### src/hdl/tlfk_pkg.sv
`timescale 1ns / 1ps
package tlfk_pkg;

    localparam int CORDIC_STEPS = 30;
    localparam int TRIG_W       = 34;   // CORDIC x/y, Q1.30 with headroom
    localparam int Z_W          = 33;   // residual angle, 32-bit turn plus sign
    localparam int LEG_DROP     = 16;
    localparam int WORLD_DROP   = 28;
    localparam int CFG_IDX_W    = 3;
    localparam int ROW_W        = 48;
    localparam int LEN_W        = 15;
    localparam int OUT_W        = 24;

    localparam logic signed [TRIG_W-1:0] CORDIC_X0 = 34'sh26DD3B6A;

    localparam logic [31:0] TURN_ATAN [CORDIC_STEPS] = '{
        32'h20000000, 32'h12E4051E, 32'h09FB385B, 32'h051111D4, 32'h028B0D43,
        32'h0145D7E1, 32'h00A2F61E, 32'h00517C55, 32'h0028BE53, 32'h00145F2F,
        32'h000A2F98, 32'h000517CC, 32'h00028BE6, 32'h000145F3, 32'h0000A2FA,
        32'h0000517D, 32'h000028BE, 32'h0000145F, 32'h00000A30, 32'h00000518,
        32'h0000028C, 32'h00000146, 32'h000000A3, 32'h00000051, 32'h00000029,
        32'h00000014, 32'h0000000A, 32'h00000005, 32'h00000003, 32'h00000001
    };

    localparam logic [CFG_IDX_W-1:0] CFG_ROW_X     = 3'd0;
    localparam logic [CFG_IDX_W-1:0] CFG_ROW_Y     = 3'd1;
    localparam logic [CFG_IDX_W-1:0] CFG_ROW_Z     = 3'd2;
    localparam logic [CFG_IDX_W-1:0] CFG_LEN_UPPER = 3'd3;
    localparam logic [CFG_IDX_W-1:0] CFG_LEN_LOWER = 3'd4;

    localparam logic [ROW_W-1:0] ROW_X_RESET = 48'h4000_0000_0000;
    localparam logic [ROW_W-1:0] ROW_Y_RESET = 48'h0000_4000_0000;
    localparam logic [ROW_W-1:0] ROW_Z_RESET = 48'h0000_0000_0000;
    localparam logic [LEN_W-1:0] LEN_RESET   = 15'd2048;

    localparam logic signed [49:0] OUT_MAX = 50'sd8388607;
    localparam logic signed [49:0] OUT_MIN = -50'sd8388608;

    typedef struct packed {
        logic [ROW_W-1:0] row_x;
        logic [ROW_W-1:0] row_y;
        logic [ROW_W-1:0] row_z;
        logic [LEN_W-1:0] len_upper;
        logic [LEN_W-1:0] len_lower;
    } t_cfg;

    // classified angle pair: half-turn flip plus the start angle for CORDIC
    typedef struct packed {
        logic        flip_hip;
        logic [31:0] z_hip;
        logic        flip_sum;
        logic [31:0] z_sum;
    } t_entry;

    typedef struct packed {
        logic full;
        logic empty;
    } t_fifo_stat;

endpackage

### src/hdl/tlfk_fifo.sv
`timescale 1ns / 1ps
module tlfk_fifo #(
    parameter int DEPTH = 4
) (
    input  logic                 i_clk,
    input  logic                 i_rst_n,
    input  logic                 i_push,
    input  tlfk_pkg::t_entry     i_entry,
    input  logic                 i_pop,
    output tlfk_pkg::t_entry     o_entry,
    output tlfk_pkg::t_fifo_stat o_stat
);

    localparam int PTR_W = (DEPTH > 1) ? $clog2(DEPTH) : 1;
    localparam int CNT_W = $clog2(DEPTH + 1);

    tlfk_pkg::t_entry   r_mem [DEPTH];
    logic [PTR_W-1:0]   r_wr_ptr;
    logic [PTR_W-1:0]   r_rd_ptr;
    logic [CNT_W-1:0]   r_count;

    function automatic logic [PTR_W-1:0] ptr_next(input logic [PTR_W-1:0] p);
        return (p == PTR_W'(DEPTH - 1)) ? '0 : p + 1'b1;
    endfunction

    assign o_entry      = r_mem[r_rd_ptr];
    assign o_stat.full  = (r_count == CNT_W'(DEPTH));
    assign o_stat.empty = (r_count == '0);

    always_ff @(posedge i_clk) begin
        if (!i_rst_n) begin
            r_wr_ptr <= '0;
            r_rd_ptr <= '0;
            r_count  <= '0;
        end else begin
            if (i_push) begin
                r_wr_ptr <= ptr_next(r_wr_ptr);
            end
            if (i_pop) begin
                r_rd_ptr <= ptr_next(r_rd_ptr);
            end
            if (i_push && !i_pop) begin
                r_count <= r_count + 1'b1;
            end else if (i_pop && !i_push) begin
                r_count <= r_count - 1'b1;
            end
        end
    end

    always_ff @(posedge i_clk) begin
        if (i_push) begin
            r_mem[r_wr_ptr] <= i_entry;
        end
    end

endmodule

### config.mk
export PLATFORM = sky130hd
export DESIGN_NAME = tlfk_fifo
export DESIGN_NICKNAME = d
export VERILOG_FILES = /design/src/hdl/tlfk_pkg.sv /design/src/hdl/tlfk_fifo.sv
export SDC_FILE = /design/constraint.sdc
export NUM_CORES = 1
export LEC_CHECK = 0
export ABC_AREA = 1
export BUFFER_PORTS_ARGS = -buffer_cell sky130_fd_sc_hd__clkbuf_2
export CORE_MARGIN = 4
export CORE_UTILIZATION = 31
export DETAILED_ROUTE_END_ITERATION = 8
export PLACE_DENSITY = 0.45
export SKIP_LAST_GASP = 1
export SYNTH_ARGS = -nofsm -noshare
export SYNTH_HDL_FRONTEND = slang
export SYNTH_SLANG_ARGS = --single-unit
### constraint.sdc
create_clock -name i_clk -period 3.6 [get_ports i_clk]
set_input_delay 0.18 -clock i_clk [delete_from_list [all_inputs] [get_ports i_clk]]
set_output_delay 0.18 -clock i_clk [all_outputs]
set_load 0.01 [all_outputs]
== Word-level counts from Yosys, hierarchy flattened ==
Memory sizes are Yosys's and may differ from the RTL's. A register that Yosys moved wholly into a read port is not among the register bits.
Cells that the tools add are included.

* Add/sub/neg operators: 4
* Equality and inequality tests: 3
* Muxes and demuxes: 8
* Reduce and logical (&&, ||, !) cells: 6

{| class="wikitable"
|+ Operators with widths
! operator !! count
|-
| $mux 2 || 4
|-
| $mux 3 || 2
|-
| $add 2x1->2 const B || 2
|-
| $eq 2x2->1 const B || 2
|-
| $add 3x1->3 const B || 1
|-
| $eq 3x3->1 const B || 1
|-
| $logic_not 3->1 || 1
|-
| $sub 3x1->3 const B || 1
|-
| $logic_and 1x1->1 || 2
|-
| $logic_not 1->1 || 2
|-
| $mux 1 || 2
|-
| $reduce_bool 2->1 || 1
|}

* Bits in registers: 7
* RAM bits: 264
* Output and inout port bits: 68
* Logic and storage cells: 25
* Memories: 1

{| class="wikitable"
|+ Memories
! memory !! words !! width !! rd ports !! clocked after memory_dff !! write ports !! line !! source
|-
| r_mem || 4 || 66 || 1 || 1 || 1 || tlfk_fifo.sv:17 || <nowiki>tlfk_pkg::t_entry r_mem [DEPTH];</nowiki>
|}

== Depth between registers and ports, before layout ==
* Depth in word-level cells: 4
* Gate-level depth with buffers: 10
* Mapped depth without buffers: 10

== Worst setup path after synthesis ==
OpenSTA, ideal clock, no wires.

* Path kind: register to register
* From: register r_wr_ptr[0]
* To: memory r_mem[3][0] in the netlist's numbering, enable pin
* Setup time: 420 ps
* Arrival: 1873 ps
* Path slack: 1307 ps
* Stages on the path, launching flop included: 4
* Buffers on the path: 0
* Cell sequence: dfxtp_1 ha_1 nand2_1 inv_1

{| class="wikitable"
|+ RTL lines
! element !! line !! source
|-
| start, declared || tlfk_fifo.sv:18 || <nowiki>logic [PTR_W-1:0] r_wr_ptr;</nowiki>
|-
| start signal, assigned || tlfk_fifo.sv:37 || <nowiki>r_wr_ptr <= ptr_next(r_wr_ptr);</nowiki>
|-
| end, declared || tlfk_fifo.sv:17 ||
|}

No word-level cell before the write port.

==> flow_summary.ini <==
[status]
outcome = finished, final reports clean

[logic_synthesis]
post_synth_instance_area_sq_um = 10800
syn-instance-count = 697
number_of_enable_flip_flop_cells_after_synthesis = 264
postSynthRegisterBits = 273
netlist_top_cells_area = edfxtp_1, o21ai_0, o22ai_2, nor2_4, nor2_1
yosysTopAreaCellShare = 0.731
synth.cells.most_frequent = edfxtp_1, o21ai_0, nor2_1
mappedNetlistNets = 774
synth_async_sr_flop_share = 0
post-synth-top-count-cell = edfxtp_1
yosys_warnings = 0
synthDominantAreaCellType = edfxtp_1
yosysSeqAreaShare = 0.748
syn-mean-instance-area_sq_um = 15.6
synth.lib_cells_used.distinct = 26
most_frequently_used_flop_master_after_synthesis = edfxtp_1

[placement]
dp_hpwl_um = 14800
final_weighted_congestion_in_routability_driven_placement = 0.683
port_buffers = 137
place_ws_ns = 1.26

[sta]
final.setup.tns_ns = 0
setup-violations-final = 0
achievable-frequency_mhz = 349
timing.final.max_slew_violations = 0
final-hold-violation-count = 0
fin_crit_sh = 0.795
worst_slew_pin_tran_ns = 1.11
finalCriticalPeriod_ns = 2.86
worst_clock_skew_ns = 0.0204
layout_setup_ws_ns = 0.736
maxSlewHeadroom = 0.262
grt_setup_unrepaired = no

[global_routing]
track_usage = 0.131
grt_start_max_net_pins = 67
grt-ovfl-total = 0
grt_antenna_before_repair = 2
via_count_of_the_first_global_routing_pass = 6479
first_pass_grt_wire_length_um = 39400

[floorplan]
coreArea_sq_um = 34500
initial_standard_cell_utilization_of_the_core = 0.314
width_of_the_die_um = 195
design.portCount = 138
floorplan.rows = 68
vertical_extent_of_the_die_um = 195
die_footprint_sq_um = 38000

[cells_and_area]
fin_nets = 984
filler_cell_count = 3346
multi_input_comb_area_sq_um = 2370
area_growth_syn_to_layout_pct = 25.6
sequential_cell_area_sq_um = 8110
layout-drive-gt1-share = 0.309

[worst_setup_path]
timing.reg2reg.setup_slack_ns = 1.45
worst_setup_path_end_kind = primary output
cp-start-kind = register
worstSetupPathType = register to primary output
crit-reg2reg-launch = r_wr_ptr[1]
rr_endpoint = r_mem[1][55]
worst_setup_path_endpoint = o_entry[10]
crit_arrival_ns = 2.68
cp_max_fo = 64
critPathRequiredTime_ns = 3.42
reg2regPathDepth = 5

[clocking]
cts_resized = 0
cts_num_sinks = 273
clk_latency_worst_skew_pair_ns = 0.55
clock-root-buffer = clkbuf_16
tritoncts.num_buffers = 31
cts_htree_levels = 1
clock_path_buffers = 3
clk_pin_slew_ns = 0.05
tritoncts = done
cts_setup_buffers = 0
hold_buffers = 68

[flow_run]
max_cap_violations = 0

[power_and_ir_drop]
powerDensity_nw_per_um2 = 554
power_leakage_nw = 4.75
vdd_ir_drop_max_mv = 0.332

[detailed_routing]
drt_first_pass_iters = 4
route.detailed.wl_per_inst_um = 18.2
antenna_violating_nets_post_route = 0
remaining_design_rule_violation_count = 0
drt-total-wl_um = 25300
avgViaCountPerCell = 4.56
num_vias = 6323
dr.first_iter.drc_count = 288

[worst_hold_path]
timing.hold.worst.start = i_push
worst_hold_path_type = input port to register
## cell usage in the layout (no fill, tap or decap), types with 2 or more instances in the layout
cell / netlist / layout
clkbuf_1: 22 / 13
o22ai_2: 40 / 40
buf_4: 1 / 12
ha_1: 6 / 6
nand2_1: 8 / 8
nor3_1: 4 / 4
clkbuf_16: 0 / 31
o22ai_1: 26 / 26
o21ai_1: 10 / 10
a21oi_1: 3 / 3
bufinv_16: 0 / 4
dfxtp_1: 9 / 7
dlygate4sd3_1: 0 / 68
nor2_1: 94 / 94
o21ai_2: 4 / 4
inv_6: 1 / 2
o21ai_0: 121 / 121
clkinv_1: 0 / 6
nor2_2: 6 / 6
inv_1: 14 / 10
clkinv_2: 0 / 7
nor2_4: 40 / 40
clkbuf_2: 0 / 137
buf_12: 5 / 2
edfxtp_1: 264 / 264
## area by class of cell
type | instances | area share
diodes | 1 | 0.000184
clock inverters | 14 | 0.0122
inverters | 16 | 0.00515
well taps | 455 | 0.0418
repair buffers | 219 | 0.110
clock buffers | 44 | 0.0606
multi-input cells | 366 | 0.174
flip-flops and latches | 273 | 0.596
## worst max-delay path: stages, from the launching register on
cell and delay [ns]:
dfxtp_4 0.79, inv_6 0.38, buf_12 0.34, o21ai_0 0.25, o22ai_2 0.11, clkbuf_2 0.14
## cells by family after synthesis
kind of cell / Yosys count / share of synthesized area
AOI/OAI and AO/OA: 204 / 0.126
xor gates and xnor gates: 1 / 0.000808
adders and majority gates: 7 / 0.00877
DFF: 273 / 0.748
and+or+nand+nor: 154 / 0.0832
buffers and inverters: 58 / 0.0329
## flip-flops by register name (all words and copies together), names as in the netlist, named ones only
name / cells
r_count: 3
r_mem: 264
r_rd_ptr: 2
r_wr_ptr: 2
## worst min-delay path by stage
stage	to	slack, ns	depth (start not counted)
2_1_floorplan	r_mem[0][0]	0.28	0
3_3_place_gp	r_mem[3][63]	0.41	1
3_5_place_dp	r_mem[2][63]	0.40	1
4_1_cts	r_wr_ptr[1]	0.001	3
5_1_grt	r_wr_ptr[1]	0.02	3
6_report	r_wr_ptr[1]	0.03	3
## metal layers
metal,vias up,track usage,wire length [um]
met4,2,0.0264,383
met1,3119,0.184,12000
met2,125,0.211,11600
met5,-,0,13
li1,3046,-,-
met3,31,0.0305,1360
## power by group
group          internal (mW)  leakage, nW  switching, mW
registers               3.63         2.50         0.0510
logic                  0.304         1.77          0.515
clock network           1.87        0.480           1.17
total                   5.80         4.75           1.74
## through the flow
| stage | instances | cell area [sq um] | total power, mW | hold slack [ns] | util |
|---|---|---|---|---|---|
| after floorplan | 697 | 10800 | 4.20 | 0.279 | - |
| after global placement | 1261 | 11900 | 4.53 | 0.405 | 0.346 |
| after detailed placement | 1261 | 11900 | 4.54 | 0.405 | 0.346 |
| after CTS | 1387 | 13600 | 7.66 | 0.00126 | 0.394 |
| after global routing | 1388 | 13600 | 7.92 | 0.0186 | 0.394 |
| final | 1388 | 13600 | 7.54 | 0.0288 | 0.394 |
(Power assumes the default switching activity.)
