`src/hdl/tlfk_pkg.sv`:
```
`timescale 1ns / 1ps
package tlfk_pkg;

    localparam int CORDIC_STEPS = 30;
    localparam int TRIG_W       = 34;   // CORDIC x/y, Q1.30 with headroom
    localparam int Z_W          = 33;   // residual angle, 32-bit turn plus sign
    localparam int LEG_DROP     = 16;
    localparam int WORLD_DROP   = 28;
    localparam int CFG_IDX_W    = 3;
    localparam int ROW_W        = 48;
    localparam int LEN_W        = 15;
    localparam int OUT_W        = 24;

    localparam logic signed [TRIG_W-1:0] CORDIC_X0 = 34'sh26DD3B6A;

    localparam logic [31:0] TURN_ATAN [CORDIC_STEPS] = '{
        32'h20000000, 32'h12E4051E, 32'h09FB385B, 32'h051111D4, 32'h028B0D43,
        32'h0145D7E1, 32'h00A2F61E, 32'h00517C55, 32'h0028BE53, 32'h00145F2F,
        32'h000A2F98, 32'h000517CC, 32'h00028BE6, 32'h000145F3, 32'h0000A2FA,
        32'h0000517D, 32'h000028BE, 32'h0000145F, 32'h00000A30, 32'h00000518,
        32'h0000028C, 32'h00000146, 32'h000000A3, 32'h00000051, 32'h00000029,
        32'h00000014, 32'h0000000A, 32'h00000005, 32'h00000003, 32'h00000001
    };

    localparam logic [CFG_IDX_W-1:0] CFG_ROW_X     = 3'd0;
    localparam logic [CFG_IDX_W-1:0] CFG_ROW_Y     = 3'd1;
    localparam logic [CFG_IDX_W-1:0] CFG_ROW_Z     = 3'd2;
    localparam logic [CFG_IDX_W-1:0] CFG_LEN_UPPER = 3'd3;
    localparam logic [CFG_IDX_W-1:0] CFG_LEN_LOWER = 3'd4;

    localparam logic [ROW_W-1:0] ROW_X_RESET = 48'h4000_0000_0000;
    localparam logic [ROW_W-1:0] ROW_Y_RESET = 48'h0000_4000_0000;
    localparam logic [ROW_W-1:0] ROW_Z_RESET = 48'h0000_0000_0000;
    localparam logic [LEN_W-1:0] LEN_RESET   = 15'd2048;

    localparam logic signed [49:0] OUT_MAX = 50'sd8388607;
    localparam logic signed [49:0] OUT_MIN = -50'sd8388608;

    typedef struct packed {
        logic [ROW_W-1:0] row_x;
        logic [ROW_W-1:0] row_y;
        logic [ROW_W-1:0] row_z;
        logic [LEN_W-1:0] len_upper;
        logic [LEN_W-1:0] len_lower;
    } t_cfg;

    // classified angle pair: half-turn flip plus the start angle for CORDIC
    typedef struct packed {
        logic        flip_hip;
        logic [31:0] z_hip;
        logic        flip_sum;
        logic [31:0] z_sum;
    } t_entry;

    typedef struct packed {
        logic full;
        logic empty;
    } t_fifo_stat;

endpackage

```
`src/hdl/tlfk_front.sv`:
```
`timescale 1ns / 1ps
module tlfk_front #(
    parameter int ANGLE_BITS = 16
) (
    input  logic                   i_clk,
    input  logic                   i_rst_n,
    input  logic                   i_in_valid,
    output logic                   o_in_ready,
    input  logic [ANGLE_BITS-1:0]  i_hip_angle,
    input  logic [ANGLE_BITS-1:0]  i_knee_angle,
    input  tlfk_pkg::t_fifo_stat   i_fifo_stat,
    output logic                   o_push,
    output tlfk_pkg::t_entry       o_entry
);

    logic             r_valid;
    tlfk_pkg::t_entry r_entry;
    tlfk_pkg::t_entry n_entry;
    logic [31:0]      w_a_hip;
    logic [31:0]      w_a_knee;
    logic [31:0]      w_a_sum;

    // angles in [90,270) deg get turned by half a turn; result is negated later
    function automatic logic [32:0] classify(input logic [31:0] a);
        logic        flip;
        logic [31:0] q;
        begin
            q    = a + 32'h4000_0000;
            flip = q[31];
            return {flip, flip ? (a + 32'h8000_0000) : a};
        end
    endfunction

    assign w_a_hip  = 32'(i_hip_angle) << (32 - ANGLE_BITS);
    assign w_a_knee = 32'(i_knee_angle) << (32 - ANGLE_BITS);
    assign w_a_sum  = w_a_hip + w_a_knee;

    always_comb begin
        {n_entry.flip_hip, n_entry.z_hip} = classify(w_a_hip);
        {n_entry.flip_sum, n_entry.z_sum} = classify(w_a_sum);
    end

    assign o_push     = r_valid && !i_fifo_stat.full;
    assign o_in_ready = !r_valid || !i_fifo_stat.full;
    assign o_entry    = r_entry;

    always_ff @(posedge i_clk) begin
        if (!i_rst_n) begin
            r_valid <= 1'b0;
        end else if (o_in_ready) begin
            r_valid <= i_in_valid;
        end
    end

    always_ff @(posedge i_clk) begin
        if (o_in_ready && i_in_valid) begin
            r_entry <= n_entry;
        end
    end

endmodule

```
`config.mk`:
```
export PLATFORM = sky130hd
export DESIGN_NAME = tlfk_front
export DESIGN_NICKNAME = d
export VERILOG_FILES = /design/src/hdl/tlfk_pkg.sv /design/src/hdl/tlfk_front.sv
export SDC_FILE = /design/constraint.sdc
export NUM_CORES = 1
export LEC_CHECK = 0
export ABC_CLOCK_PERIOD_IN_PS = 2710
export BUFFER_PORTS_ARGS = -buffer_cell sky130_fd_sc_hd__buf_4
export CELL_PAD_IN_SITES_DETAIL_PLACEMENT = 1
export CELL_PAD_IN_SITES_GLOBAL_PLACEMENT = 2
export CORE_UTILIZATION = 27
export CTS_BUF_LIST = sky130_fd_sc_hd__clkbuf_16
export CTS_CLUSTER_SIZE = 25
export DETAILED_ROUTE_END_ITERATION = 10
export PLACE_DENSITY = 0.78
export SYNTH_ARGS = -nofsm -noshare
export SYNTH_HDL_FRONTEND = slang
export SYNTH_SLANG_ARGS = --single-unit
```
`constraint.sdc`:
```
create_clock -name i_clk -period 2.71 [get_ports i_clk]
set_input_delay 0.4065 -clock i_clk [delete_from_list [all_inputs] [get_ports i_clk]]
set_output_delay 0.4065 -clock i_clk [all_outputs]
set_load 0.1 [all_outputs]
```
# Yosys cells after proc, flatten, opt, wreduce, memory -nomap -nowiden
# Cells that the tools add are included.
# word_totals
mem_count,0
inputBits,37
ramBits,0
ff_bits,67
rom_bits,0
output_inout_bits,68
latchBits,0
elab_cells,18
# classes
shift,0
n_reduce_logical,5
n_lt_le_gt_ge,0
bitwise_logic,0
mul,0
eq_ne,0
add_sub_neg,5
muxes,2
div,0
# ops
operator,n
$add 32x31->32 const B,2
$add 32x32->32 const B,2
$mux 32,2
$add 32x32->32,1
$logic_and 1x1->1,2
$logic_not 1->1,2
$logic_or 1x1->1,1

# Longest topological paths before layout
# Gate-level depths: netlist of the first run.
# depth
depth_word,3
depth_mapped,8

# Worst setup path before layout of the first run
# No wires, ideal clock.
# synth_path
kind,input to register
start,input port i_fifo_stat[1] (netlist name)
end,"register r_entry, in the netlist o_entry[16], enable pin"
arrival_time_ns,2.006
cell_stages,2
slack_ns,0.311
path_buffers,0
path_cell_list,nand2_1 > and2_1
# synth_via
elab_chain_cells,3
# synth_rtl
element,line,text
start: declaration,tlfk_front.sv:11,"input tlfk_pkg::t_fifo_stat i_fifo_stat,"
$logic_not 1->1,tlfk_front.sv:44,assign o_in_ready = !r_valid || !i_fifo_stat.full;
$logic_or 1x1->1,tlfk_front.sv:44,
$logic_and 1x1->1,tlfk_front.sv:56,if (o_in_ready && i_in_valid) begin
end signal: assignment,tlfk_front.sv:57,r_entry <= n_entry;
end: declaration,tlfk_front.sv:17,tlfk_pkg::t_entry r_entry;
# Every way passes these cells.
# A chain may end at the register's enable or synchronous reset.

==> impl_summary.log, run 1 <==
[metrics] result of the run: completed
[metrics] CTS clk-pin slew, worst paths: 50 ps
[metrics] final-layout worst hold slack: 316.5 ps
[metrics] Seq/Total Area, Yosys: between 50% and 60%
[metrics] launching element type of the critical path: primary input
[metrics] required time at the worst-slack endpoint: between 2000 and 3000 ps
[metrics] Placed Instances: between 300 and 400
[metrics] accumulated negative setup slack: 0 ps
[metrics] count of placed standard cells in the final layout, fillers left out: 343
[metrics] warnings from Yosys: 0
[metrics] crit-path max FO: 4
[metrics] number of setup violations in the final report: 0
[metrics] Routability Congestion: 0.6858
[metrics] vias per cell: 4.140
[metrics] combined area of all synthesized cells: just over 2000 um^2
[metrics] fill cell instance count of the final layout: 830
[metrics] via count of the first global-routing pass: about 1,400
[metrics] achievable clock frequency: approximately 0.45 GHz
[metrics] final global-route overflow total: 0
[metrics] vertical die dimension: just under 90 um
[metrics] core region area: 7253 um^2
[metrics] switching fraction of total power: between 40 and 50%
[metrics] period utilization: around 83%
[metrics] power per standard cell area: 798.4 nW/um^2
[metrics] combined global-route utilization of all metal layers: 11.04%
[metrics] Initial Utilization: 27.88%
[metrics] CTS-repair resized insts: 0
[metrics] hold depth: 1
[metrics] worst ir drop on vdd: 228.3 uV
[metrics] leakage power figure: 1.216 nW
[metrics] initial antenna violation count: 0
[metrics] synthesis-to-layout area growth: 34.34%
[metrics] synthesized instance count: about 170
[metrics] first-pass GRT wire length: about 6400 um
[metrics] Die Footprint: approximately 7800 um^2
[metrics] number of hold-repair buffers added at the cts stage: 0
[metrics] setup repair after global routing missed its margin: false
[metrics] Max Slew Vio Count: 0
[metrics] Setup Fix Bufs, Post-CTS: 0
[metrics] path category of the worst min-delay check: primary input to register
[metrics] number of sinks driven by the clock tree: 34
[metrics] router iterations before antenna repair: 4
[metrics] number of core rows: 31
[metrics] die extent in x: 88.54 um
[metrics] share of cells above drive strength 1: a little over a third
[metrics] CTS H-tree lvls: 2
[metrics] detailed-route via count: 1,420
[metrics] number of DRC violations after detailed routing: 0
[metrics] arrival time of the worst setup path: 2260 ps
[metrics] R2R cell count: 3
[metrics] number of buffers on the longest clock path: 2
[metrics] diode count: 0
[metrics] unique cell type count in the Yosys netlist: 37
[metrics] top-level I/O count: ~110
[metrics] number of buffer cells added on primary ports: 71
[metrics] largest net degree at the start of global routing: 34
[metrics] Detailed Route Iter0 Violations: 22
[metrics] placement-stage worst setup slack: 169.7 ps
[metrics] DRT Wirelength: ~4200 um
[metrics] number of buffers created by CTS: 5
[metrics] maxcap violations: 0
[metrics] number of nets with antenna violations after detailed routing: 0
[metrics] combinational group share of total power: approximately two fifths
[metrics] cell area after layout: 2716 um^2
[metrics] Worst Setup Path Type: primary input to register
[metrics] FF+latch count, synth: 34
[metrics] root buffer cell: sky130_fd_sc_hd__clkbuf_16
[metrics] placed wire-length estimate after detailed placement: 3388 um
[metrics] Final Hold Violating Endpoints: 0
[metrics] clock network power share: approximately 29%
[metrics] endpoint class of the critical path: register
[metrics] TritonCTS clock tree: done
[metrics] Placement Cell Area: 2551 um^2
[metrics] Nets: a little under 300
[metrics] Worst Slack Setup Final: 466.0 ps
[metrics] internal power consumption: 1.255 mW
[metrics] Reg power frac: 30.3%
[metrics] clock latency reported for the late side of the worst-skew pair: 270 ps
[metrics] worst clock skew: 3.477 ps
[metrics] mean post-synth cell area: 12.11 um^2
[metrics] post-layout min period: between 2000 and 2500 ps
[metrics] switching power: 0.9138 mW
[metrics] average detailed-routed wire length per instance: 12.19 um
-- metrics by stage --
stage	util [%]	power (mW)
after global routing	37.45	2.254
after floorplan	-	1.429
after CTS	37.45	2.196
after detailed placement	35.17	1.553
final	37.45	2.169
after global placement	35.17	1.546
-- sequential cells by signal, summed over array words and instances, names as in the netlist --
| name | flops |
|---|---|
| r_valid | 1 |
| o_entry | 33 |
-- routing by layer --
layer | global-route usage [%] | wire length (um) | vias up
met1 | 11.71 | 1663 | 652
met3 | 3.172 | 370 | 9
met4 | 4.399 | 85 | 0
met5 | 0 | 0 | -
met2 | 20.49 | 2063 | 67
li1 | - | - | 692
-- placed cells by master, fill, tap and decap left out, types with 2 or more instances in the layout --
master / synthesis / final
sky130_fd_sc_hd__o21a_1: 2 / 2
sky130_fd_sc_hd__clkinv_2: 0 / 2
sky130_fd_sc_hd__nor2_1: 6 / 6
sky130_fd_sc_hd__nand4_1: 3 / 3
sky130_fd_sc_hd__nand2_1: 5 / 5
sky130_fd_sc_hd__clkbuf_16: 0 / 5
sky130_fd_sc_hd__o21ai_0: 2 / 2
sky130_fd_sc_hd__a21oi_2: 4 / 4
sky130_fd_sc_hd__buf_4: 33 / 72
sky130_fd_sc_hd__xnor2_1: 10 / 10
sky130_fd_sc_hd__ha_1: 15 / 15
sky130_fd_sc_hd__inv_1: 2 / 2
sky130_fd_sc_hd__xor2_1: 6 / 6
sky130_fd_sc_hd__edfxtp_1: 33 / 33
sky130_fd_sc_hd__and2_1: 2 / 2
sky130_fd_sc_hd__nand3_1: 2 / 2
sky130_fd_sc_hd__nor2b_1: 3 / 3
sky130_fd_sc_hd__and3_1: 2 / 2
sky130_fd_sc_hd__a21oi_1: 10 / 10
sky130_fd_sc_hd__conb_1: 1 / 32
sky130_fd_sc_hd__o21ai_1: 2 / 2
sky130_fd_sc_hd__a21o_1: 7 / 7
-- cells in the mapped netlist (all sizes together) --
library cell,n,area (um^2)
conb,1,3.750
o21a,2,15.01
a21o,7,52.55
ha,15,187.7
xnor2,10,87.58
o211ai,1,7.510
o21bai,1,7.510
nor2b,3,18.77
nand4b,1,8.760
clkbuf,1,3.750
edfxtp,33,991.0
a31oi,1,6.260
and2,2,12.51
dfxtp,1,20.02
and4,1,8.760
a221o,1,10.01
nor2,6,22.52
nand3b,1,7.510
nand3,2,10.01
inv,2,7.510
fa,1,20.02
mux2,1,11.26
nand2,6,25.03
a21boi,2,18.77
a21oi,14,85.08
buf,33,247.7
nand4,3,18.77
and3,2,12.51
o22ai,1,6.260
nor3,2,15.01
o21ai,4,20.02
xor2,6,52.55
-- power by group through the flow --
| stage | logic, mW | clock network, mW | registers, mW |
|---|---|---|---|
| finish | 0.879 | 0.633 | 0.657 |
| global route | 0.923 | 0.668 | 0.663 |
| CTS | 0.886 | 0.652 | 0.658 |
| detailed placement | 0.884 | 0 | 0.668 |
| global placement | 0.878 | 0 | 0.668 |
| floorplan | 0.420 | 0 | 1.01 |
-- worst max-delay path, cell delays in order --
cell,delay (ps)
sky130_fd_sc_hd__buf_4,110
sky130_fd_sc_hd__ha_1,210
sky130_fd_sc_hd__fa_1,400
sky130_fd_sc_hd__a21o_1,210
sky130_fd_sc_hd__a221o_1,390
sky130_fd_sc_hd__a21boi_2,210
sky130_fd_sc_hd__o21ai_1,100
sky130_fd_sc_hd__a21oi_2,150
sky130_fd_sc_hd__xnor2_1,70
-- logic make-up after synthesis --
| kind of cell | Yosys count | share of synthesized area [%] |
|---|---|---|
| simple gates | 29 | 7.921 |
| flops | 34 | 50.00 |
| mux | 1 | 0.5569 |
| xor+xnor | 16 | 6.930 |
| other cells | 1 | 0.1855 |
| fa+ha+maj | 16 | 10.27 |
| buf+inv | 36 | 12.81 |
| compound gates | 34 | 11.32 |
-- layout make-up --
cell class | instances | area, um^2 | share of cell area (%)
Sequential cell | 34 | 1011 | 37.22
Clock buffer | 5 | 125.1 | 4.606
Timing Repair Buffer | 72 | 540.5 | 19.90
Tap cell | 99 | 123.9 | 4.560
Inverter | 2 | 7.507 | 0.2764
Clock inverter | 3 | 40.04 | 1.474
Multi-Input combinational cell | 128 | 868.3 | 31.97
-- worst paths after layout --
kind / from / to / slack [ps]
min: i_hip_angle[2] / o_entry[51] / 320
max: i_hip_angle[0] / o_entry[28] / 470
max reg2reg: r_valid / o_entry[30] / 1450
min reg2reg: r_valid / r_valid / 530
Power figures use the tool's default switching activity.
==> run 2, diff against run 1 <==
ABC_AREA = 1   (was default)
ABC_CLOCK_PERIOD_IN_PS = 2100   (was 2710)
CORE_UTILIZATION = 26   (was 27)
clock period = 2.1 ns   (was 2.71 ns; I/O delays follow)
==> impl_summary.log, run 2 <==
[metrics] Routability Congestion: 0.7662 (+12%)
[metrics] number of nets with antenna violations after detailed routing: 0 (unchanged)
[metrics] CTS H-tree lvls: 2 (unchanged)
[metrics] die extent in x: 92.98 um (+5.0%)
[metrics] Crit Reg-Reg Startpoint: r_valid
[metrics] number of setup violations in the final report: 0 (unchanged)
[metrics] fill cell instance count of the final layout: 933 (+12%)
[metrics] Nets: 352 (+19%)
[metrics] mean post-synth cell area: 9.651 um^2 (-20%)
[metrics] post-synth top area share: 46.05% (-3.0 points)
[metrics] accumulated negative setup slack: 0 ps (unchanged)
[metrics] achievable clock frequency: 0.5660 GHz
[metrics] period utilization: 84.13%
[metrics] endpoint class of the critical path: register
[metrics] initial antenna violation count: 0 (unchanged)
[metrics] origin of the worst setup path: i_hip_angle[0]
[metrics] Final Hold Violating Endpoints: 0 (unchanged)
[metrics] number of sinks driven by the clock tree: 34 (unchanged)
[metrics] launching element type of the critical path: primary input
[metrics] number of core rows: 32 (+3.2%)
[metrics] root buffer cell: sky130_fd_sc_hd__clkbuf_16
[metrics] instance count on the critical path: 13 (+4)
[metrics] required time at the worst-slack endpoint: 2130 ps (-600 ps)
[metrics] top-level I/O count: 105 (unchanged)
[metrics] number of flip-flops under the largest register name: 33 (unchanged)
[metrics] number of synthesized flops with an enable pin: 33 (unchanged)
[metrics] Worst Min Path Start: i_hip_angle[3]
[metrics] Critical path destination: o_entry[32]
[metrics] Max Slew Vio Count: 0 (unchanged)
[metrics] share of cells above drive strength 1: 31.67% (-4.4 points)
[metrics] power per standard cell area: 944.9 nW/um^2 (+18%)
[metrics] via count of the first global-routing pass: 1,566 (+13%)
[metrics] result of the run: completed
[metrics] combinational group share of total power: 42.5% (+2.0 points)
[metrics] final-layout worst hold slack: 224.0 ps (-92.46 ps)
[metrics] R2R cell count: 2 (-1)
[metrics] largest net degree at the start of global routing: 34 (unchanged)
[metrics] share of cell area taken by muxes after synthesis: 0% (-0.56 points)
[metrics] Detailed Route Iter0 Violations: 31 (+41%)
[metrics] internal power consumption: 1.481 mW (+18%)
[metrics] leakage power figure: 1.375 nW (+13%)
[metrics] cell with the most instances on the worst path: sky130_fd_sc_hd__nand2_1
[metrics] number of hold-repair buffers added at the cts stage: 0 (unchanged)
[metrics] CTS clk-pin slew, worst paths: 60 ps (about the same)
[metrics] first-pass GRT wire length: 7238 um (+12%)
[metrics] unique cell type count in the Yosys netlist: 28 (-24%)
[metrics] commonest non-fill, non-tap cells in the layout: sky130_fd_sc_hd__buf_4, sky130_fd_sc_hd__nand2_1, sky130_fd_sc_hd__edfxtp_1, sky130_fd_sc_hd__conb_1, sky130_fd_sc_hd__inv_1
[metrics] maxcap violations: 0 (unchanged)
[metrics] dominant combinational cell family by area after synthesis: simple AND/OR/NAND/NOR gates
[metrics] router iterations before antenna repair: 4 (unchanged)
[metrics] TritonCTS clock tree: done
[metrics] core region area: 7848 um^2 (+8.2%)
[metrics] worst ir drop on vdd: 336.6 uV (+47%)
[metrics] warnings from Yosys: 0 (unchanged)
[metrics] Max stage delay cell, worst path: sky130_fd_sc_hd__fa_1
[metrics] number of buffers created by CTS: 5 (unchanged)
[metrics] number of DRC violations after detailed routing: 0 (unchanged)
[metrics] Async SR Flop Fraction: 0% (unchanged)
[metrics] fraction of the mapped netlist area in simple logic gates: 19.19% (+11 points)
[metrics] FF+latch count, synth: 34 (unchanged)
[metrics] combined global-route utilization of all metal layers: 10.70% (-0.34 points)
[metrics] Die Footprint: 8645 um^2 (+10%)
[metrics] clock network power share: 25.9% (-3.3 points)
[metrics] Seq/Total Area, Yosys: 46.98% (-3.0 points)
[metrics] most numerous cell types in the synthesized netlist: sky130_fd_sc_hd__nand2_1, sky130_fd_sc_hd__buf_4, sky130_fd_sc_hd__edfxtp_1, sky130_fd_sc_hd__inv_1, sky130_fd_sc_hd__ha_1
[metrics] arrival time of the worst setup path: 1800 ps (-460 ps)
[metrics] switching fraction of total power: 44.71% (+2.6 points)
[metrics] Setup Fix Bufs, Post-CTS: 0 (unchanged)
[metrics] Initial Utilization: 27.42% (-0.45 points)
[metrics] Worst Setup Path Type: primary input to register
[metrics] DRT Wirelength: 4535 um (+8.4%)
[metrics] capturing point of the worst reg2reg path: o_entry[65]
[metrics] synthesized instance count: 223 (+34%)
[metrics] vertical die dimension: 92.98 um (+5.0%)
[metrics] number of buffer cells added on primary ports: 71 (unchanged)
[metrics] Placement Cell Area: 2696 um^2 (+5.7%)
[metrics] complex-gate fraction of the synthesized area: 3.721% (-7.6 points)
[metrics] most frequent standard cell in the layout excluding fill and tap cells: sky130_fd_sc_hd__buf_4
[metrics] average detailed-routed wire length per instance: 11.28 um (-7.5%)
[metrics] setup repair after global routing missed its margin: false
[metrics] most frequent cell after synthesis: sky130_fd_sc_hd__nand2_1
[metrics] placed wire-length estimate after detailed placement: 3750 um (+11%)
[metrics] cell types with the largest area share after synthesis: sky130_fd_sc_hd__edfxtp_1, sky130_fd_sc_hd__buf_4, sky130_fd_sc_hd__ha_1, sky130_fd_sc_hd__nand2_1, sky130_fd_sc_hd__xor2_1
[metrics] delay contributed by the slowest stage of the critical path: 410 ps (about the same)
[metrics] r2r setup slk: 900 ps (-550 ps)
[metrics] switching power: 1.198 mW (+31%)
[metrics] diode count: 0 (unchanged)
[metrics] clock latency reported for the late side of the worst-skew pair: 280 ps (about the same)
[metrics] detailed-route via count: 1,601 (+13%)
[metrics] Buffers & Inverters on Critical Path: 1 (unchanged)
[metrics] crit-path max FO: 3 (-1)
[metrics] ordered cell list for the critical path: buf_4 > ha_1 > fa_1 > nand2_1 > nand2_1 > nand3_1 > nand2_2 > nand2_2 > nand2_2 > nand2_1 > nand2_1 > nand3_1 > nand2_1
[metrics] worst clock skew: 7.358 ps (+3.881 ps)
[metrics] cell class contributing the biggest share of worst-path delay: simple AND/OR/NAND/NOR gates
[metrics] post-layout min period: 1767 ps
[metrics] top flip-flop cell by instance count after synthesis: sky130_fd_sc_hd__edfxtp_1
[metrics] cell area after layout: 2835 um^2 (+4.4%)
[metrics] parity-gate share of the synthesized area counting xor and xnor cells: 5.291% (-1.6 points)
[metrics] CTS-repair resized insts: 0 (unchanged)
[metrics] combined area of all synthesized cells: 2152 um^2 (+6.4%)
[metrics] Reg power frac: 31.7% (+1.4 points)
[metrics] leading area contributor after synthesis: sky130_fd_sc_hd__edfxtp_1
[metrics] final global-route overflow total: 0 (unchanged)
[metrics] vias per cell: 3.983 (-3.8%)
[metrics] synthesis-to-layout area growth: 31.74%
[metrics] number of buffers on the longest clock path: 2 (unchanged)
[metrics] share of synthesized cell area in full adder, half adder and majority cells: 9.651% (-0.62 points)
[metrics] path category of the worst min-delay check: primary input to register
-- run 2: cell count changes in the layout (fill, tap and decap cells not counted), sizes merged, moves of 4 or more --
cell and delta:
a21o -7, nand2 +51, xor2 +5, nand3 +11, inv +18, nor2 +8
o21ai -4, xnor2 -8
-- run 2: layout make-up --
cell class              instances  area (um^2)  share of cell area, %
clock buffers                   5        125.1                  4.413
clock inverters                 3        13.76                 0.4854
flip-flops and latches         34         1011                  35.66
inverters                      19        71.32                  2.515
multi-input cells             167        945.9                  33.36
repair buffers                 72        540.5                  19.06
well taps                     102        127.6                  4.501
-- run 2: cells by family (layout without fill, tap and decap cells) --
| family | count (synthesis) | after routing |
|---|---|---|
| and+or+nand+nor | 92 | 92 |
| DFF | 34 | 34 |
| AOI/OAI and AO/OA | 14 | 14 |
| adders and majority gates | 16 | 16 |
| xor gates and xnor gates | 13 | 13 |
| other | 1 | 32 |
| buffers and inverters | 53 | 99 |
-- run 2: worst reg2reg max path, delay by kind of cell (launching register included) --
| family | cells | cell delay, ps |
|---|---|---|
| buffers and inverters | 1 | 390 |
| DFF | 1 | 340 |
| AOI/OAI and AO/OA | 1 | 120 |
-- run 2: worst min path at each step --
stage / to / slack [ps] / depth (start not counted)
after floorplan: o_entry[49] / 410 / 0
final: o_entry[52] / 220 / 1
after CTS: o_entry[52] / 220 / 1
after global routing: o_entry[55] / 220 / 1
after global placement: o_entry[49] / 510 / 1
after detailed placement: o_entry[58] / 510 / 1
-- run 2: stage by stage --
| step | worst slack [ps] | utilization, % | power [mW] | instances |
|---|---|---|---|---|
| 6_report | 333.3 | 36.13 | 2.679 | 402 |
| 2_1_floorplan | 147.7 | - | 1.840 | 254 |
| 4_1_cts | 315.9 | 36.13 | 2.716 | 402 |
| 5_1_grt | 183.5 | 36.13 | 2.791 | 402 |
| 3_3_place_gp | 63.04 | 34.36 | 1.998 | 394 |
| 3_5_place_dp | 30.23 | 34.36 | 2.009 | 394 |
-- run 2: power groups by stage --
stage          Combinational, mW  Clock (mW)  Sequential [mW]
6_report                    1.14       0.693            0.849
5_1_grt                     1.20       0.740            0.855
4_1_cts                     1.15       0.718            0.850
3_5_place_dp                1.15           0            0.863
3_3_place_gp                1.14           0            0.859
2_1_floorplan              0.550           0             1.29
-- run 2: per-layer routing --
| layer | wire length (um) | track usage [%] | vias to the layer above | share of wire, % |
|---|---|---|---|---|
| met5 | 0 | 0 | - | 0 |
| met4 | 17 | 3.846 | 0 | 0.37 |
| met3 | 399 | 2.683 | 2 | 8.8 |
| met2 | 2191 | 18.44 | 71 | 48 |
| met1 | 1926 | 12.87 | 711 | 42 |
| li1 | - | - | 817 | - |
